===== src/hw/rtl/usk_pkg.sv =====
// usk_pkg: shared types, constants and folding functions for the UTF-8 search-key folder.
// Used by usk_front, usk_queue, usk_back and utf8_search_key_folder_top.
package usk_pkg;

    localparam int QUEUE_DEPTH = 4;
    localparam int CP_W        = 21;
    localparam int CHAR_W      = 7;
    localparam int GREEK_W     = 5;
    localparam int POS_W       = 3;
    localparam int GREEK_COUNT = 24;

    // Code point landmarks
    localparam logic [CP_W-1:0] ASCII_END       = 21'h000080;
    localparam logic [CP_W-1:0] GREEK_LO_FIRST  = 21'h0003B1;
    localparam logic [CP_W-1:0] GREEK_LO_LAST   = 21'h0003C9;
    localparam logic [CP_W-1:0] FINAL_SIGMA     = 21'h0003C2;
    localparam logic [CP_W-1:0] GREEK_UP_FIRST  = 21'h000391;
    localparam logic [CP_W-1:0] GREEK_UP_LAST   = 21'h0003A9;
    localparam logic [CP_W-1:0] GREEK_UP_GAP    = 21'h0003A2;
    localparam logic [CP_W-1:0] SUP_ONE         = 21'h0000B9;
    localparam logic [CP_W-1:0] SUP_TWO         = 21'h0000B2;
    localparam logic [CP_W-1:0] SUP_THREE       = 21'h0000B3;
    localparam logic [CP_W-1:0] SUPER_FIRST     = 21'h002070;
    localparam logic [CP_W-1:0] SUPER_LAST      = 21'h002079;
    localparam logic [CP_W-1:0] LATIN_UP_FIRST  = 21'h0000C0;
    localparam logic [CP_W-1:0] LATIN_UP_LAST   = 21'h0000DE;
    localparam logic [CP_W-1:0] EXT_A_FIRST     = 21'h000100;
    localparam logic [CP_W-1:0] EXT_A_END       = 21'h000180;

    localparam logic [GREEK_W-1:0] SIGMA_IDX = 5'd18;

    // ASCII codes
    localparam logic [CHAR_W-1:0] ASCII_DIGIT_0 = 7'h30;
    localparam logic [CHAR_W-1:0] ASCII_DIGIT_1 = 7'h31;
    localparam logic [CHAR_W-1:0] ASCII_DIGIT_2 = 7'h32;
    localparam logic [CHAR_W-1:0] ASCII_DIGIT_3 = 7'h33;
    localparam logic [CHAR_W-1:0] ASCII_DIGIT_9 = 7'h39;
    localparam logic [CHAR_W-1:0] ASCII_UP_A    = 7'h41;
    localparam logic [CHAR_W-1:0] ASCII_UP_Z    = 7'h5A;
    localparam logic [CHAR_W-1:0] ASCII_LO_A    = 7'h61;
    localparam logic [CHAR_W-1:0] ASCII_LO_Z    = 7'h7A;
    localparam logic [CHAR_W-1:0] ASCII_CASE    = 7'h20;

    typedef struct packed {
        logic [7:0] text_byte;
        logic       final_byte;
    } usk_in_t;

    typedef struct packed {
        logic [CHAR_W-1:0] key_char;
        logic              char_present;
        logic              run_last;
        logic              key_end;
    } usk_out_t;

    typedef enum logic [1:0] {
        TOK_NONE,
        TOK_CHAR,
        TOK_GREEK
    } usk_tok_kind_t;

    // One folded code point: a single character or a Greek letter index (1..24)
    typedef struct packed {
        usk_tok_kind_t     kind;
        logic [CHAR_W-1:0] val;
    } usk_tok_t;

    // Work for one input byte: up to two folded code points, end-of-key flag
    typedef struct packed {
        usk_tok_t tok0;
        usk_tok_t tok1;
        logic     fin;
    } usk_job_t;

    typedef struct packed {
        logic full;
        logic head_valid;
    } usk_q_stat_t;

    localparam logic [63:0] GREEK_NAME [GREEK_COUNT] = '{
        "alpha", "beta", "gamma", "delta", "epsilon", "zeta", "eta", "theta",
        "iota", "kappa", "lambda", "mu", "nu", "xi", "omicron", "pi",
        "rho", "sigma", "tau", "upsilon", "phi", "chi", "psi", "omega"};

    localparam logic [POS_W-1:0] GREEK_LEN [GREEK_COUNT] = '{
        3'd5, 3'd4, 3'd5, 3'd5, 3'd7, 3'd4, 3'd3, 3'd5,
        3'd4, 3'd5, 3'd6, 3'd2, 3'd2, 3'd2, 3'd7, 3'd2,
        3'd3, 3'd5, 3'd3, 3'd7, 3'd3, 3'd3, 3'd3, 3'd5};

    function automatic logic [POS_W-1:0] greek_len(input logic [GREEK_W-1:0] idx);
        logic [POS_W-1:0] len;
        if (idx == '0 || idx > GREEK_W'(GREEK_COUNT)) begin
            len = 3'd1;
        end
        else begin
            len = GREEK_LEN[idx - 5'd1];
        end
        return len;
    endfunction

    // Character at position pos of the spelled-out name; names sit right-justified
    function automatic logic [CHAR_W-1:0] greek_char(input logic [GREEK_W-1:0] idx,
                                                     input logic [POS_W-1:0]   pos);
        logic [63:0]      name;
        logic [POS_W-1:0] sel;
        if (idx == '0 || idx > GREEK_W'(GREEK_COUNT)) begin
            name = '0;
        end
        else begin
            name = GREEK_NAME[idx - 5'd1];
        end
        sel = greek_len(idx) - 3'd1 - pos;
        return name[{sel, 3'b000} +: CHAR_W];
    endfunction

    // Latin-1 / Extended-A lowercase letter with diacritic to base letter: {hit, char}
    function automatic logic [CHAR_W:0] latin_base(input logic [8:0] low);
        logic [CHAR_W:0] res;
        unique case (low)
            9'h0E0, 9'h0E1, 9'h0E2, 9'h0E3, 9'h0E4, 9'h0E5,
            9'h101, 9'h103:                                  res = {1'b1, 7'h61}; // a
            9'h0E7:                                          res = {1'b1, 7'h63}; // c
            9'h0E8, 9'h0E9, 9'h0EA, 9'h0EB, 9'h113:          res = {1'b1, 7'h65}; // e
            9'h11F:                                          res = {1'b1, 7'h67}; // g
            9'h0EC, 9'h0ED, 9'h0EE, 9'h0EF, 9'h12B:          res = {1'b1, 7'h69}; // i
            9'h0F1:                                          res = {1'b1, 7'h6E}; // n
            9'h0F2, 9'h0F3, 9'h0F4, 9'h0F5, 9'h0F6, 9'h0F8,
            9'h14D:                                          res = {1'b1, 7'h6F}; // o
            9'h15F, 9'h161:                                  res = {1'b1, 7'h73}; // s
            9'h0F9, 9'h0FA, 9'h0FB, 9'h0FC, 9'h16B:          res = {1'b1, 7'h75}; // u
            9'h0FD, 9'h0FF:                                  res = {1'b1, 7'h79}; // y
            9'h17E:                                          res = {1'b1, 7'h7A}; // z
            default:                                         res = '0;
        endcase
        return res;
    endfunction

    function automatic usk_tok_t fold_cp(input logic [CP_W-1:0] cp);
        usk_tok_t          tok;
        logic [CP_W-1:0]   diff;
        logic [8:0]        low;
        logic [CHAR_W:0]   base;
        tok.kind = TOK_NONE;
        tok.val  = '0;
        diff     = '0;
        low      = '0;
        base     = '0;
        if (cp < ASCII_END) begin
            if ((cp[6:0] >= ASCII_DIGIT_0 && cp[6:0] <= ASCII_DIGIT_9) ||
                (cp[6:0] >= ASCII_LO_A && cp[6:0] <= ASCII_LO_Z)) begin
                tok.kind = TOK_CHAR;
                tok.val  = cp[6:0];
            end
            else if (cp[6:0] >= ASCII_UP_A && cp[6:0] <= ASCII_UP_Z) begin
                tok.kind = TOK_CHAR;
                tok.val  = cp[6:0] + ASCII_CASE;
            end
        end
        else if (cp >= GREEK_LO_FIRST && cp <= GREEK_LO_LAST) begin
            tok.kind = TOK_GREEK;
            if (cp == FINAL_SIGMA) begin
                tok.val = {2'b00, SIGMA_IDX};
            end
            else begin
                diff    = cp - GREEK_LO_FIRST;
                tok.val = {2'b00, diff[4:0]} + ((cp > FINAL_SIGMA) ? 7'd0 : 7'd1);
            end
        end
        else if (cp >= GREEK_UP_FIRST && cp <= GREEK_UP_LAST && cp != GREEK_UP_GAP) begin
            tok.kind = TOK_GREEK;
            diff     = cp - GREEK_UP_FIRST;
            tok.val  = {2'b00, diff[4:0]} + ((cp > GREEK_UP_GAP) ? 7'd0 : 7'd1);
        end
        else if (cp == SUP_ONE) begin
            tok.kind = TOK_CHAR;
            tok.val  = ASCII_DIGIT_1;
        end
        else if (cp == SUP_TWO) begin
            tok.kind = TOK_CHAR;
            tok.val  = ASCII_DIGIT_2;
        end
        else if (cp == SUP_THREE) begin
            tok.kind = TOK_CHAR;
            tok.val  = ASCII_DIGIT_3;
        end
        else if (cp >= SUPER_FIRST && cp <= SUPER_LAST) begin
            tok.kind = TOK_CHAR;
            tok.val  = ASCII_DIGIT_0 + {3'd0, cp[3:0]};
        end
        else if (cp < EXT_A_END) begin
            low = cp[8:0];
            if (cp >= LATIN_UP_FIRST && cp <= LATIN_UP_LAST) begin
                low = cp[8:0] + 9'h020;
            end
            else if (cp >= EXT_A_FIRST && !cp[0]) begin
                low = cp[8:0] | 9'h001;
            end
            base = latin_base(low);
            if (base[CHAR_W]) begin
                tok.kind = TOK_CHAR;
                tok.val  = base[CHAR_W-1:0];
            end
        end
        return tok;
    endfunction

endpackage


===== src/hw/rtl/usk_front.sv =====
// usk_front: UTF-8 decoder and folder; each final byte, or byte yielding a character, becomes a queue job.
// Depends on usk_pkg.
module usk_front (
    input  logic              clk,
    input  logic              rst_n,
    input  logic              accept,
    input  usk_pkg::usk_in_t  in_data,
    output logic              push,
    output usk_pkg::usk_job_t job
);

    logic [7:0] held_reg  [3];
    logic [7:0] held_next [3];
    logic [1:0] held_count_reg, held_count_next;
    logic [1:0] bytes_needed_reg, bytes_needed_next;
    logic [1:0] seq_count, seq_needed;

    logic [7:0]               b;
    logic                     lead_ok;
    logic [1:0]               lead_n;
    logic [usk_pkg::CP_W-1:0] main_cp, cp_seq, cp_a, cp_b;
    logic                     main_on, a_on, b_on;
    logic                     tail_on, t0_ascii, t0_two, t1_ascii;
    logic [7:0]               t0, t1;
    usk_pkg::usk_tok_t        tok_a, tok_b, tok_none;

    assign b = in_data.text_byte;

    // Lead byte classification: continuation count, or not a lead at all
    always_comb
    begin
        lead_ok = 1'b1;
        lead_n  = 2'd0;
        if (!b[7]) begin
            lead_n = 2'd0;
        end
        else if (b[7:5] == 3'b110) begin
            lead_n = 2'd1;
        end
        else if (b[7:4] == 4'b1110) begin
            lead_n = 2'd2;
        end
        else if (b[7:3] == 5'b11110) begin
            lead_n = 2'd3;
        end
        else begin
            lead_ok = 1'b0;
        end
    end

    always_comb
    begin
        unique case (held_count_reg)
            2'd1:    main_cp = {10'd0, held_reg[0][4:0], b[5:0]};
            2'd2:    main_cp = {5'd0, held_reg[0][3:0], held_reg[1][5:0], b[5:0]};
            2'd3:    main_cp = {held_reg[0][2:0], held_reg[1][5:0], held_reg[2][5:0], b[5:0]};
            default: main_cp = '0;
        endcase
    end

    // Sequence state after this byte, before the end-of-string flush
    always_comb
    begin
        held_next    = held_reg;
        seq_count    = 2'd0;
        seq_needed   = 2'd0;
        main_on      = 1'b0;
        cp_seq       = main_cp;
        if (bytes_needed_reg != 2'd0 && held_count_reg != 2'd0) begin
            if (bytes_needed_reg == 2'd1) begin
                main_on = 1'b1;
            end
            else if (held_count_reg != 2'd3) begin
                held_next[held_count_reg] = b;
                seq_count  = held_count_reg + 2'd1;
                seq_needed = bytes_needed_reg - 2'd1;
            end
        end
        else if (lead_ok && lead_n == 2'd0) begin
            main_on = 1'b1;
            cp_seq  = {13'd0, b};
        end
        else if (lead_ok) begin
            held_next[0] = b;
            seq_count    = 2'd1;
            seq_needed   = lead_n;
        end
    end

    // End of string with a sequence still open: drop the lead, decode the rest
    assign t0       = held_next[1];
    assign t1       = held_next[2];
    assign t0_ascii = !t0[7];
    assign t0_two   = (t0[7:5] == 3'b110);
    assign t1_ascii = !t1[7];
    assign tail_on  = in_data.final_byte && seq_needed != 2'd0 && seq_count != 2'd0;

    always_comb
    begin
        a_on = main_on;
        cp_a = cp_seq;
        cp_b = {13'd0, t1};
        b_on = tail_on && seq_count == 2'd3 && t1_ascii && !t0_two;
        if (!main_on) begin
            cp_a = {13'd0, t0};
            if (tail_on && seq_count >= 2'd2 && t0_ascii) begin
                a_on = 1'b1;
            end
            else if (tail_on && seq_count == 2'd3 && t0_two) begin
                a_on = 1'b1;
                cp_a = {10'd0, t0[4:0], t1[5:0]};
            end
        end
    end

    always_comb
    begin
        tok_none.kind = usk_pkg::TOK_NONE;
        tok_none.val  = '0;
        tok_a = a_on ? usk_pkg::fold_cp(cp_a) : tok_none;
        tok_b = b_on ? usk_pkg::fold_cp(cp_b) : tok_none;
        // Compact so the first slot holds a character whenever there is one
        if (tok_a.kind == usk_pkg::TOK_NONE) begin
            job.tok0 = tok_b;
            job.tok1 = tok_none;
        end
        else begin
            job.tok0 = tok_a;
            job.tok1 = tok_b;
        end
        job.fin = in_data.final_byte;
        push    = accept && (job.tok0.kind != usk_pkg::TOK_NONE || in_data.final_byte);
    end

    assign held_count_next   = in_data.final_byte ? 2'd0 : seq_count;
    assign bytes_needed_next = in_data.final_byte ? 2'd0 : seq_needed;

    always_ff @(posedge clk or negedge rst_n)
    begin
        if (!rst_n) begin
            held_count_reg   <= 2'd0;
            bytes_needed_reg <= 2'd0;
        end
        else if (accept) begin
            held_count_reg   <= held_count_next;
            bytes_needed_reg <= bytes_needed_next;
        end
    end

    always_ff @(posedge clk)
    begin
        if (accept) begin
            held_reg <= held_next;
        end
    end

endmodule


===== src/hw/rtl/usk_queue.sv =====
// usk_queue: small job queue between the decoder front and the expander back.
// Depends on usk_pkg.
module usk_queue #(
    parameter int DEPTH = usk_pkg::QUEUE_DEPTH
) (
    input  logic                 clk,
    input  logic                 rst_n,
    input  logic                 push,
    input  usk_pkg::usk_job_t    push_job,
    input  logic                 pop,
    output usk_pkg::usk_job_t    head_job,
    output usk_pkg::usk_q_stat_t stat
);

    localparam int PTR_W = (DEPTH > 1) ? $clog2(DEPTH) : 1;
    localparam int CNT_W = $clog2(DEPTH + 1);

    usk_pkg::usk_job_t slot_mem [DEPTH];
    logic [PTR_W-1:0]  wr_ptr_reg, wr_ptr_next;
    logic [PTR_W-1:0]  rd_ptr_reg, rd_ptr_next;
    logic [CNT_W-1:0]  count_reg, count_next;

    assign stat.full       = (count_reg == CNT_W'(DEPTH));
    assign stat.head_valid = (count_reg != '0);
    assign head_job        = slot_mem[rd_ptr_reg];

    always_comb
    begin
        wr_ptr_next = wr_ptr_reg;
        rd_ptr_next = rd_ptr_reg;
        count_next  = count_reg;
        if (push) begin
            wr_ptr_next = (wr_ptr_reg == PTR_W'(DEPTH - 1)) ? '0 : wr_ptr_reg + PTR_W'(1);
        end
        if (pop) begin
            rd_ptr_next = (rd_ptr_reg == PTR_W'(DEPTH - 1)) ? '0 : rd_ptr_reg + PTR_W'(1);
        end
        unique case ({push, pop})
            2'b10:   count_next = count_reg + CNT_W'(1);
            2'b01:   count_next = count_reg - CNT_W'(1);
            default: count_next = count_reg;
        endcase
    end

    always_ff @(posedge clk or negedge rst_n)
    begin
        if (!rst_n) begin
            wr_ptr_reg <= '0;
            rd_ptr_reg <= '0;
            count_reg  <= '0;
        end
        else begin
            wr_ptr_reg <= wr_ptr_next;
            rd_ptr_reg <= rd_ptr_next;
            count_reg  <= count_next;
        end
    end

    always_ff @(posedge clk)
    begin
        if (push) begin
            slot_mem[wr_ptr_reg] <= push_job;
        end
    end

endmodule


===== src/hw/rtl/usk_back.sv =====
// usk_back: expands queued jobs into key characters, one beat per cycle unless stalled, into an output register.
// Depends on usk_pkg.
module usk_back (
    input  logic                 clk,
    input  logic                 rst_n,
    input  usk_pkg::usk_job_t    head_job,
    input  usk_pkg::usk_q_stat_t q_stat,
    output logic                 pop,
    output logic                 key_valid,
    input  logic                 key_ready,
    output usk_pkg::usk_out_t    key_data
);

    logic [usk_pkg::POS_W-1:0] pos_reg, pos_next;
    logic                      slot_reg, slot_next;
    logic                      out_valid_reg, out_valid_next;
    usk_pkg::usk_out_t         out_data_reg, out_data_next;

    usk_pkg::usk_tok_t         cur_tok;
    logic [usk_pkg::POS_W-1:0] tok_len;
    logic                      tok_done, marker, job_done, emit;

    assign cur_tok  = slot_reg ? head_job.tok1 : head_job.tok0;
    assign tok_len  = (cur_tok.kind == usk_pkg::TOK_GREEK) ?
                      usk_pkg::greek_len(cur_tok.val[usk_pkg::GREEK_W-1:0]) : 3'd1;
    assign tok_done = (pos_reg == tok_len - 3'd1);
    assign marker   = (head_job.tok0.kind == usk_pkg::TOK_NONE);
    assign job_done = marker ||
                      (tok_done && (slot_reg || head_job.tok1.kind == usk_pkg::TOK_NONE));
    assign emit     = q_stat.head_valid && (!out_valid_reg || key_ready);
    assign pop      = emit && job_done;

    always_comb
    begin
        pos_next       = pos_reg;
        slot_next      = slot_reg;
        out_valid_next = out_valid_reg && !key_ready;
        out_data_next  = out_data_reg;
        if (emit) begin
            out_valid_next = 1'b1;
            unique case (cur_tok.kind)
                usk_pkg::TOK_CHAR:  out_data_next.key_char = cur_tok.val;
                usk_pkg::TOK_GREEK: out_data_next.key_char =
                    usk_pkg::greek_char(cur_tok.val[usk_pkg::GREEK_W-1:0], pos_reg);
                default:            out_data_next.key_char = '0;
            endcase
            out_data_next.char_present = !marker;
            out_data_next.run_last     = job_done;
            out_data_next.key_end      = job_done && head_job.fin;
            // Advance through the letters, then the second slot, then drop the job
            if (job_done) begin
                pos_next  = '0;
                slot_next = 1'b0;
            end
            else if (tok_done) begin
                pos_next  = '0;
                slot_next = 1'b1;
            end
            else begin
                pos_next = pos_reg + 3'd1;
            end
        end
    end

    always_ff @(posedge clk or negedge rst_n)
    begin
        if (!rst_n) begin
            pos_reg       <= '0;
            slot_reg      <= 1'b0;
            out_valid_reg <= 1'b0;
        end
        else begin
            pos_reg       <= pos_next;
            slot_reg      <= slot_next;
            out_valid_reg <= out_valid_next;
        end
    end

    always_ff @(posedge clk)
    begin
        out_data_reg <= out_data_next;
    end

    assign key_valid = out_valid_reg;
    assign key_data  = out_data_reg;

endmodule


===== src/hw/rtl/utf8_search_key_folder_top.sv =====
// UTF-8 search-key folder, top level: decoder front, job queue, character expander back.
// Depends on usk_pkg, usk_front, usk_queue and usk_back.
//
// Usage:
//   src channel (src_valid / src_ready / src_data): one beat per string byte, with
//   final_byte set on the last byte of the string.
//   key channel (key_valid / key_ready / key_data): one beat per key character, a
//   lowercase letter or digit. run_last closes the beats caused by one input byte;
//   key_end closes the whole key. A string whose last byte yields nothing closes
//   with one bare marker beat (char_present low).
//   An accepted byte's job is written to the queue; its first key beat is then held
//   in the output register. Throughput: one byte per cycle while each byte yields at
//   most one character and key_ready is high. A Greek letter spells out to 2..7
//   beats, one per cycle from the back end while key_ready is high; the job queue
//   (QUEUE_DEPTH jobs) keeps taking bytes meanwhile and src_ready drops only once it is full.
//   Stall: when key_ready is low the output register holds its beat, the back end
//   stops draining the queue, and the front keeps accepting until the queue fills.
//   Reset (rst_n low, asynchronous): drops any partial sequence, empties the queue
//   and clears the output valid flag; src_ready is already high while rst_n is low.
module utf8_search_key_folder_top #(
    parameter int QUEUE_DEPTH = usk_pkg::QUEUE_DEPTH
) (
    input  logic              clk,
    input  logic              rst_n,
    input  logic              src_valid,
    output logic              src_ready,
    input  usk_pkg::usk_in_t  src_data,
    output logic              key_valid,
    input  logic              key_ready,
    output usk_pkg::usk_out_t key_data
);

    logic                 src_accept;
    logic                 q_push;
    logic                 q_pop;
    usk_pkg::usk_job_t    q_in_job;
    usk_pkg::usk_job_t    q_head_job;
    usk_pkg::usk_q_stat_t q_stat;

    // Take a byte whenever the queue has room for its job
    assign src_ready  = !q_stat.full;
    assign src_accept = src_valid && src_ready;

    usk_front u_front (
        .clk     (clk),
        .rst_n   (rst_n),
        .accept  (src_accept),
        .in_data (src_data),
        .push    (q_push),
        .job     (q_in_job)
    );

    usk_queue #(
        .DEPTH (QUEUE_DEPTH)
    ) u_queue (
        .clk      (clk),
        .rst_n    (rst_n),
        .push     (q_push),
        .push_job (q_in_job),
        .pop      (q_pop),
        .head_job (q_head_job),
        .stat     (q_stat)
    );

    usk_back u_back (
        .clk       (clk),
        .rst_n     (rst_n),
        .head_job  (q_head_job),
        .q_stat    (q_stat),
        .pop       (q_pop),
        .key_valid (key_valid),
        .key_ready (key_ready),
        .key_data  (key_data)
    );

`ifndef SYNTHESIS
    // Every final byte must leave a job, so the key always closes
    a_final_enqueues: assert property (@(posedge clk) disable iff (!rst_n)
        src_valid && src_ready && src_data.final_byte |-> q_push)
        else $error("final byte accepted without queuing a job");

    // Hold the queue while the receiver stalls a waiting beat
    a_no_pop_on_stall: assert property (@(posedge clk) disable iff (!rst_n)
        key_valid && !key_ready |-> !q_pop)
        else $error("job dropped while output stalled");

    // A bare marker only ever closes a key
    a_marker_closes_key: assert property (@(posedge clk) disable iff (!rst_n)
        key_valid && !key_data.char_present |-> key_data.run_last && key_data.key_end)
        else $error("bare marker beat not closing the key");
`endif

endmodule

===== config.mk =====
export PLATFORM = sky130hd
export DESIGN_NAME = utf8_search_key_folder_top
export DESIGN_NICKNAME = d
export VERILOG_FILES = /design/src/hw/rtl/usk_pkg.sv /design/src/hw/rtl/usk_front.sv /design/src/hw/rtl/usk_queue.sv /design/src/hw/rtl/usk_back.sv /design/src/hw/rtl/utf8_search_key_folder_top.sv
export SDC_FILE = /design/constraint.sdc
export NUM_CORES = 1
export LEC_CHECK = 0
export BUFFER_PORTS_ARGS = -buffer_cell sky130_fd_sc_hd__buf_2
export CORE_AREA = 5 5 261 161
export DETAILED_ROUTE_END_ITERATION = 6
export DIE_AREA = 0 0 266 166
export PLACE_DENSITY = 0.43
export SYNTH_ARGS = -nofsm -noshare
export SYNTH_HDL_FRONTEND = slang
export SYNTH_SLANG_ARGS = --single-unit

===== constraint.sdc =====
create_clock -name clk -period 17.7 [get_ports clk]
set_clock_uncertainty 0.05 [all_clocks]
set_input_delay 1.77 -clock clk [delete_from_list [all_inputs] [get_ports clk]]
set_output_delay 1.77 -clock clk [all_outputs]
set_load 0.02 [all_outputs]

After elaboration in Yosys (flattened, before gate mapping)
Memory sizes are Yosys's and may differ from the RTL's.
Cells that the tools add are included.

storage, ports and cells
  memories = 3
  bits in writable memories = 76
  register bits after elaboration = 50
  input port bits = 13
  output and inout bits = 12
  bits in read-only memories = 2144
  word-level logic and storage cells = 407

operators by class
  bitwise gates (word level) = 2
  reductions and logical operators = 81
  equality and inequality tests = 105
  shift operators = 1
  mux-type cells = 132
  add/sub/neg operators = 25
  magnitude comparators = 43

memories
  memory            words  bits a word  read ports  clocked after Yosys merged registers in  write ports  line             source
  (name not given)  32     64           1           0                                        0            usk_pkg.sv:110   name = GREEK_NAME[idx - 5'd1];
  (name not given)  32     3            1           0                                        0            usk_pkg.sv:96    len = GREEK_LEN[idx - 5'd1];
  u_queue.slot_mem  4      19           1           0                                        1            usk_queue.sv:18  usk_pkg::usk_job_t slot_mem [DEPTH];

operators by type and width
  cell                                                                     count
  9-bit by 8-bit == test with 1-bit output, second input constant          56
  9-bit two-way mux                                                        37
  64-bit two-way mux                                                       5
  8-bit two-way mux                                                        26
  9-bit == test, second input constant                                     20
  8-bit case mux with 11 select lines                                      2
  21-bit two-way mux                                                       4
  64-bit by 7-bit indexed part select with 7-bit output                    1
  21-bit by 8-bit == test with 1-bit output, second input constant         3
  21-bit case mux with 3 select lines                                      1
  24-bit two-way mux                                                       2
  21-bit by 10-bit >= comparator with 1-bit output, second input constant  2
  21-bit by 10-bit > comparator with 1-bit output, second input constant   2
  21-bit by 10-bit <= comparator with 1-bit output, second input constant  2
  1-bit logical AND                                                        35
  2-bit two-way mux                                                        17
  5-bit OR reduction                                                       6
  5-bit by 7-bit adder with 7-bit output                                   4
  7-bit >= comparator, second input constant                               4
  7-bit <= comparator, second input constant                               4
  24-bit bitwise mux                                                       1
  8-bit == test, second input constant                                     3
  3-bit two-way mux                                                        8
  1-bit two-way mux                                                        22
  65 further kinds                                                         122

Logic depth before layout (Yosys ltp)
Gate-level depths: netlist of the first run.

  depth after elaboration = 57
  mapped depth = 29
  depth with buffers taken out = 24

By module
Synthesis of the first run repeated with hierarchy kept, for this count alone.

unflattened totals
  cells, all modules = 1050
  area total of the unflattened synthesis = 9862.0 µm²

modules (own cells, without submodules)
  module                      cells an instance  area each (µm²)  sequential area each (µm²)  instances
  usk_front                   580                4294.1           730.7                       1
  usk_queue                   137                3163.0           2457.4                      1
  usk_back                    331                2394.8           425.4                       1
  utf8_search_key_folder_top  2                  10.0             0.0                         1

Least setup slack after synthesis of the first run
No wires, ideal clock.

  kind = input to register
  from = input port src_data[8] (netlist name)
  to = register u_queue.count_reg[1]
  cell stages on the path = 24
  arrival time = 6.549 ns
  library setup time = 0.083 ns
  setup slack = 11.018 ns
  required time = 17.567 ns
  path buffers = 4
  path through = clkbuf_1 -> nand4b_1 -> o22ai_2 -> and2_1 -> buf_2 -> a221oi_1 -> inv_1 -> clkbuf_1 -> ha_1 -> inv_1 -> a211o_1 -> a41o_1 -> nand2_1 -> mux2_2 -> o41ai_4 -> nor4bb_4 -> a21oi_2 -> o21a_1 -> buf_6 -> o21ai_1 -> ha_1 -> inv_1 -> fa_1 -> o21ai_0

on the way
  word-level cells in the longest chain between the ends = 57
  elaborated cells between the ends (all ways) = 261
  those cells by class = 2 x add/sub; 29 x order compare; 90 x eq/ne; 90 x mux; 50 x reduce/logical

ends and longest elaborated chain
  what                                                                              line                              source
  from (decl)                                                                       utf8_search_key_folder_top.sv:27  input usk_pkg::usk_in_t src_data,
  5-bit == test                                                                     usk_front.sv:43                   else if (b[7:3] == 5'b11110) begin
  2-bit two-way mux                                                                 usk_front.sv:43
  2-bit two-way mux                                                                 usk_front.sv:40                   else if (b[7:4] == 4'b1110) begin
  2-bit two-way mux                                                                 usk_front.sv:37                   else if (b[7:5] == 3'b110) begin
  2-bit two-way mux                                                                 usk_front.sv:34                   if (!b[7]) begin
  2-bit zero test                                                                   usk_front.sv:79                   else if (lead_ok && lead_n == 2'd0) begin
  1-bit logical AND                                                                 usk_front.sv:79
  2-bit two-way mux                                                                 usk_front.sv:79
  (+41 left out)                                                                    n/a
  9-bit two-way mux                                                                 usk_front.sv:120                  tok_a = a_on ? usk_pkg::fold_cp(cp_a) : tok_none;
  2-bit zero test                                                                   usk_front.sv:123                  if (tok_a.kind == usk_pkg::TOK_NONE) begin
  18-bit two-way mux *                                                              usk_front.sv:123
  2-bit nonzero test *                                                              usk_front.sv:132                  push = accept && (job.tok0.kind != usk_pkg::TOK_NONE || in_data.final_byte);
  1-bit logical OR *                                                                usk_front.sv:132
  1-bit logical AND *                                                               usk_front.sv:132
  2-bit by 1-bit == test with 1-bit output / 2-bit == test (equally long branches)  usk_queue.sv:38                   unique case ({push, pop})
  3-bit case mux with 2 select lines / 2-bit nonzero test (equally long branches)   n/a
  to (signal assigned)                                                              usk_queue.sv:55                   count_reg <= count_next;
  to (decl)                                                                         usk_queue.sv:21                   logic [CNT_W-1:0] count_reg, count_next;

Every way passes the cells marked *; elsewhere a longest branch is shown, timed or not. The select of a mux whose other input is x is not followed.
A chain may end at the register's enable or synchronous reset.

Worst setup path in the final report of the first run
  from = input port src_data[0] (netlist name)
  to = memory u_queue.slot_mem[1][16] (netlist name) (enable)

on the way
  word-level cells in the longest chain between the ends = 47
  elaborated cells between the ends (all ways) = 131
  those cells by class = 1 x add/sub; 17 x order compare; 42 x eq/ne; 41 x mux; 30 x reduce/logical

ends and longest elaborated chain
  what                                                                                       line                                source
  1-bit logical AND (2 in a row)                                                             usk_front.sv:96                     assign tail_on = in_data.final_byte && seq_needed != 2'd0 && seq_count != 2'd0;
  1-bit logical AND                                                                          usk_front.sv:103, usk_front.sv:109
  1-bit logical AND                                                                          usk_front.sv:109                    else if (tail_on && seq_count == 2'd3 && t0_two) begin
  11-bit two-way mux                                                                         usk_front.sv:109
  21-bit two-way mux                                                                         usk_front.sv:106                    if (tail_on && seq_count >= 2'd2 && t0_ascii) begin
  21-bit two-way mux                                                                         usk_front.sv:104                    if (!main_on) begin
  21-bit by 9-bit >= comparator with 1-bit output / 1-bit zero test (equally long branches)  usk_pkg.sv:195                      else if (cp >= EXT_A_FIRST && !cp[0]) begin
  1-bit logical AND                                                                          usk_pkg.sv:195
  (+30 left out)                                                                             n/a
  9-bit two-way mux                                                                          usk_front.sv:120
  2-bit zero test                                                                            usk_front.sv:123
  18-bit two-way mux                                                                         usk_front.sv:123
  2-bit nonzero test                                                                         usk_front.sv:132
  1-bit logical OR *                                                                         usk_front.sv:132
  1-bit logical AND *                                                                        usk_front.sv:132
  1-bit two-way mux *                                                                        usk_queue.sv:61                     if (push) begin
  1-bit two-way mux (implied by the code) *                                                  usk_queue.sv:62                     slot_mem[wr_ptr_reg] <= push_job;
  to (decl)                                                                                  usk_queue.sv:18

Marked as above.

==> impl_metrics.toml, run 1 <==
[floorplanning]
fp.coreArea_mm2 = 0.0397
die_y_um = 166
initial_utilization = 0.245
die_x_um = 266
design.die.area_mm2 = 0.0442
rows = 57
pin_count = 25

[global_routing]
antenna_found_initial = 0
grt_pass1_vias = 8057
overflow = 0
track_usage = 0.147
grt_pass1_wl_um = 51500
grt_max_degree = 33

[worst_setup_path]
path_class = "input pin to flip-flop"
crit_required_ns = 17.68
path_max_fanout = 18
end_kind = "flip-flop"
cpPeakStageDelay_ns = 0.81
worst_ep_arrival_time_ns = 7.78
cp-start-kind = "input pin"
path_common_cell = "inv_1"
cpMaxStageDelayCell = "o211a_1"
crit_chain = "buf_2, a21bo_2, nor4_4, and2_1, a221oi_1, buf_4, inv_1, ha_1, inv_1, a211o_1, a41o_1, nand2_1, mux2_2, o41ai_4, nor4bb_4, a21oi_2, o21a_1, o211a_1"

[sta]
slew_headroom = 0.272
rsz0062_at_grt = "no"
worst_pin_slew_ns = 1.08
hold_viol = 0
setup_tns_ns = 0
fin_crit_sh = 0.441
layout_setup_ws_ns = 9.90
drv_slew = 0
timing.final.crit_period_ns = 7.80
clock.fmax_mhz = 128
setup_viol = 0

[logic_synthesis]
ys_seq_area_frac = 0.359
netlist.top_cell.by_area = "edfxtp_1"
yosysUniqueCellTypes = 103
syn-num-nets = 1090
synthTopCellsByArea = "edfxtp_1 (32%), ha_1 (5.4%), mux4_2 (4.6%)"
syn_avg_cell_area_um2 = 9.41
synth_edf_count = 103
ys_ff_latch = 119
yosysTopAreaCellShare = 0.318
ys_warn_count = 0
netlist_instances = 1033
syn-cell-area_mm2 = 0.00972
async_flop_share = 0.134
synth-main-ff-cell = "edfxtp_1"

[drt]
first_iter_violations = 1004
postRouteAntennaNets = 0
drt_wl_total_um = 32800
routed_via_density = 5.57
drc = 0
vias = 8797
wl_per_cell_um = 20.8
dr.pass1.iters = 5

[hold_path]
hold_class = "flip-flop to flip-flop"

[placed_design]
dp.final_hpwl_um = 24700
dp_slack_ns = 9.59
globalplace.congestion = 0.935
dpl_cell_area_mm2 = 0.0104
portBuffers = 24

[finish]
antenna_cells = 0
area_growth_pct = 13.8
regArea_mm2 = 0.00349
final_area_mm2 = 0.0111
nets = 1093
multiInputGateArea_mm2 = 0.00575
largest_reg_flops = 72
drive_gt1_frac = 0.145
fillers = 4208

[clock_tree]
clock_sinks = 119
path_clk_slew_ns = 0.06
cts_setup_buffers = 0
ctsHoldBuffers = 0
postCtsResizedCells = 0
root_buffer = "clkbuf_16"
clk_path_buf_depth = 2
numCtsBuffers = 17
cts_tree = "built"
h-tree-depth = 4
insertion_delay_ns = 0.41

[run_status]
status = "finished clean"

[run]
maxCapViolCount = 0
-- cell usage after synthesis (9+ instances only) --
master and instances:
inv_1 51, o211ai_1 13, mux2i_1 15, xnor2_1 18, dfrtp_1 16, edfxtp_1 103
a21oi_1 50, mux4_2 20, clkbuf_1 44, o21ai_0 77, and3_1 13, ha_1 42
buf_2 9, and2_1 11, o22ai_1 10, nand3_1 36, nand2_1 84, nand2b_1 10
nor2_1 71, a211oi_1 14, nor3_1 31, nand4_1 26, nor4_1 12, a31oi_1 22
-- layout make-up --
class,instances,area share
sequential,119,0.316
tap,531,0.0601
clock inverter,14,0.0200
timing repair buffer,48,0.0271
inverter,54,0.0185
multi-input combinational,796,0.520
clock buffer,18,0.0388
-- stage by stage --
stage	hold slack [ns]	util	std cells
floorplan	0.414	-	1033
global placement	0.417	0.263	1548
detailed placement	0.426	0.263	1548
CTS	0.440	0.279	1580
global route	0.469	0.279	1580
finish	0.443	0.279	1580
-- path summary, 6_finish.rpt --
check | start | to | slack [ns] | depth (start not counted)
worst min-delay path | u_back.key_valid | u_back.key_valid | 0.44 | 2
max in group asynchronous | rst_n | u_queue.count_reg[0] | 16.11 | 1
worst max-delay path | src_data[0] | u_queue.slot_mem[1][16] | 9.90 | 18
worst max register to register | u_front.held_count_reg[0] | u_queue.slot_mem[1][16] | 9.99 | 18
min in group asynchronous | rst_n | u_back.pos_reg[2] | 1.22 | 1
worst min register to register | u_back.key_valid | u_back.key_valid | 0.44 | 2
-- layout by cell type, fill, tap and decap left out, drive strengths merged, types with 11 or more instances in the layout --
cell    instances
o22ai          11
mux4           20
nor3           32
o211ai         13
a31oi          24
nand2          87
nor2           71
and3           13
clkbuf         18
mux2i          17
ha             42
nand3          37
and2           11
a21oi          53
a211oi         15
edfxtp        103
o21ai          82
inv            57
nor4           14
nand4          28
buf            48
xnor2          18
dfrtp          16
-- logic make-up after synthesis --
| kind of cell | share of synthesized area |
|---|---|
| simple gates | 0.194 |
| xor+xnor | 0.0225 |
| mux | 0.0779 |
| buf+inv | 0.0512 |
| compound gates | 0.237 |
| flops | 0.359 |
| fa+ha+maj | 0.0582 |
-- routing by layer --
metal	part of all wire	GRT usage
met5	0	0
met4	0.0057	0.0253
met3	0.086	0.0318
met2	0.37	0.179
met1	0.54	0.254
-- worst max-delay path: cells and delay by family --
family | cells | cell delay, ns
adder cells (fa/ha/maj) | 1 | 0.38
buffers and inverters | 4 | 0.98
AO/OA/AOI/OAI | 8 | 3.12
AND/OR/NAND/NOR | 4 | 1.12
multiplexers | 1 | 0.38
Power of run 1 is left out: the tool's default activity adds up to more than one toggle a clock period on the data nets, which glitch-free logic cannot reach.
==> run 2: changes to the inputs <==
ABC_AREA = 1   (was unset)
CORE_AREA = 5 5 256 158   (was 5 5 261 161)
DIE_AREA = 0 0 261 163   (was 0 0 266 166)
clock period = 7.6 ns   (was 17.7 ns; I/O delays follow)
==> run 2 against run 1 <==
Worst hold slack lost 0.23 ns. Highest routed layer unchanged. Sequential share of layout area grew 0.75 points. Via count is 2.8% higher. Final cell count increased by 14%. First-iteration DRC count increased by 8.8%. Die area down 3.7%. Register-to-register slack got worse by 9.0 ns. Non-clock buffer count down 1. Worst setup slack lost 8.9 ns.
==> impl_metrics.toml, run 2 <==
[worst_setup_path]
worstSetupEndpoint = "u_queue.count_reg[2]"
worst_ep_arrival_time_ns = 6.87
crit_required_ns = 7.85
reg2regPathDepth = 39
cp-start-kind = "flip-flop"
r2r-end = "u_queue.count_reg[2]"
startpoint = "u_front.held_count_reg[0]"
path_max_fanout = 13
path_common_cell = "nand2_1"
path_class = "flip-flop to flip-flop"
r2r_start = "u_front.held_count_reg[0]"
end_kind = "flip-flop"
cpMaxStageDelayCell = "nor2_2"
rrSetupSlack_ns = 0.98
cpPeakStageDelay_ns = 0.48

[placed_design]
globalplace.congestion = 0.915
portBuffers = 24
dp.final_hpwl_um = 23800

[logic_synthesis]
yosys.area_share.simple = 0.285
syn-cell-area_mm2 = 0.00937
syn_avg_cell_area_um2 = 7.55
synthTopCellsByCount = "nand2_1 (257), inv_1 (150), nor2_1 (136)"
netlist_instances = 1240
synth_compound_area_frac = 0.185
synth_mux_area_frac = 0
synth-main-ff-cell = "edfxtp_1"
synth_xor_area_frac = 0.0122
syn-num-nets = 1297
yosysTopAreaCellShare = 0.330
ys_ff_latch = 119
ys_warn_count = 0
netlist.top_cell.by_area = "edfxtp_1"
ys_seq_area_frac = 0.373
synth_top_family_by_area = "simple AND/OR/NAND/NOR gates"
synth_fa_ha_area_frac = 0.0604
async_flop_share = 0.134
synthTopCellsByArea = "edfxtp_1 (33%), nand2_1 (10%), o21ai_0 (7.1%)"
synth_edf_count = 103
yosysMostFrequentCell = "nand2_1"
yosysUniqueCellTypes = 58

[drt]
dr.pass1.iters = 5
postRouteAntennaNets = 0
first_iter_violations = 1092
vias = 9045
drc = 0
routed_via_density = 5.01
wl_per_cell_um = 17.3
drt_wl_total_um = 31200

[run_status]
status = "finished clean"

[finish]
largest_reg_flops = 72
final_common_cell = "nand2_1"
nets = 1329
area_growth_pct = 15.4
drive_gt1_frac = 0.113
fillers = 4149
antenna_cells = 0
final_cell_mix = "nand2_1 (257), inv_1 (150), nor2_1 (132), o21ai_0 (132), edfxtp_1 (103)"

[global_routing]
grt_pass1_wl_um = 49000
grt_max_degree = 26
use_met2 = 0.179
track_usage = 0.146
overflow = 0
top_usage_layer = "met1"
grt_pass1_vias = 8259
grtUsageMet1 = 0.249
antenna_found_initial = 0
globalRouteMet3Util = 0.0322

[clock_tree]
path_clk_slew_ns = 0.06
clk_path_buf_depth = 2
ctsHoldBuffers = 0
cts_tree = "built"
cts_setup_buffers = 0
root_buffer = "clkbuf_16"
clock_sinks = 119
postCtsResizedCells = 0
numCtsBuffers = 17
h-tree-depth = 4
insertion_delay_ns = 0.42

[sta]
hold_viol = 0
rsz0062_at_grt = "no"
clock.fmax_mhz = 151
timing.final.crit_period_ns = 6.62
slew_headroom = 0.454
fin_crit_sh = 0.871
setup_viol = 0
setup_tns_ns = 0
worst_pin_slew_ns = 0.810
drv_slew = 0

[run]
maxCapViolCount = 0

[floorplanning]
fp.coreArea_mm2 = 0.0382
die_y_um = 163
design.die.area_mm2 = 0.0425
rows = 56
initial_utilization = 0.245
die_x_um = 261
pin_count = 25

[hold_path]
hold_class = "input pin to async pin"
## run 2: logic make-up (layout without fill, tap and decap cells)
| kind of cell | count (synthesis) | in the layout |
|---|---|---|
| adder cells (fa/ha/maj) | 44 | 44 |
| AND/OR/NAND/NOR | 579 | 579 |
| buffers and inverters | 197 | 242 |
| XOR/XNOR | 13 | 13 |
| AO/OA/AOI/OAI | 288 | 288 |
| flip-flops | 119 | 119 |
## run 2: area by class of cell
cell class | instances | area [um2] | area share
inverters | 163 | 612 | 0.0566
multi-input cells | 924 | 5100 | 0.472
clock buffers | 21 | 460 | 0.0426
repair buffers | 47 | 293 | 0.0271
clock inverters | 11 | 194 | 0.0179
well taps | 522 | 653 | 0.0604
flip-flops and latches | 119 | 3490 | 0.323
## run 2: how the worst min path moves through the flow
stage	depth (start not counted)	from	endpoint	slack (ns)
2_1_floorplan	0	rst_n	u_back.key_valid	0.41
4_1_cts	1	rst_n	u_back.slot_reg	0.21
3_3_place_gp	2	u_back.key_valid	u_back.key_valid	0.43
6_report	1	rst_n	u_front.held_count_reg[0]	0.21
5_1_grt	1	rst_n	u_front.held_count_reg[0]	0.23
3_5_place_dp	1	u_queue.count_reg[2]	u_queue.count_reg[2]	0.44
## run 2: routing by layer
layer / vias up / share of wire
met3: 21 / 0.078
met2: 371 / 0.36
li1: 4338 / -
met4: 0 / 0.0081
met5: - / 0
met1: 4315 / 0.55
## run 2: metrics by stage
stage                      util  setup slack, ns  instances  hold WS, ns  area (um2)
after CTS                 0.283             1.10       1807        0.211       10800
after floorplan               -             2.34       1240        0.414        9370
final                     0.283            0.981       1807        0.211       10800
after global routing      0.283            0.338       1807        0.232       10800
after detailed placement  0.266             1.13       1775        0.444       10200
after global placement    0.266             1.24       1775        0.433       10200
## run 2: critical path, delay by kind of cell (launching register included)
family	cells	cell delay, ns
AOI/OAI and AO/OA	5	1.00
xor gates and xnor gates	1	0.13
adders and majority gates	4	1.11
buffers and inverters	6	0.74
DFF	1	0.37
and+or+nand+nor	23	3.08
Power of run 2 is left out for the same reason.
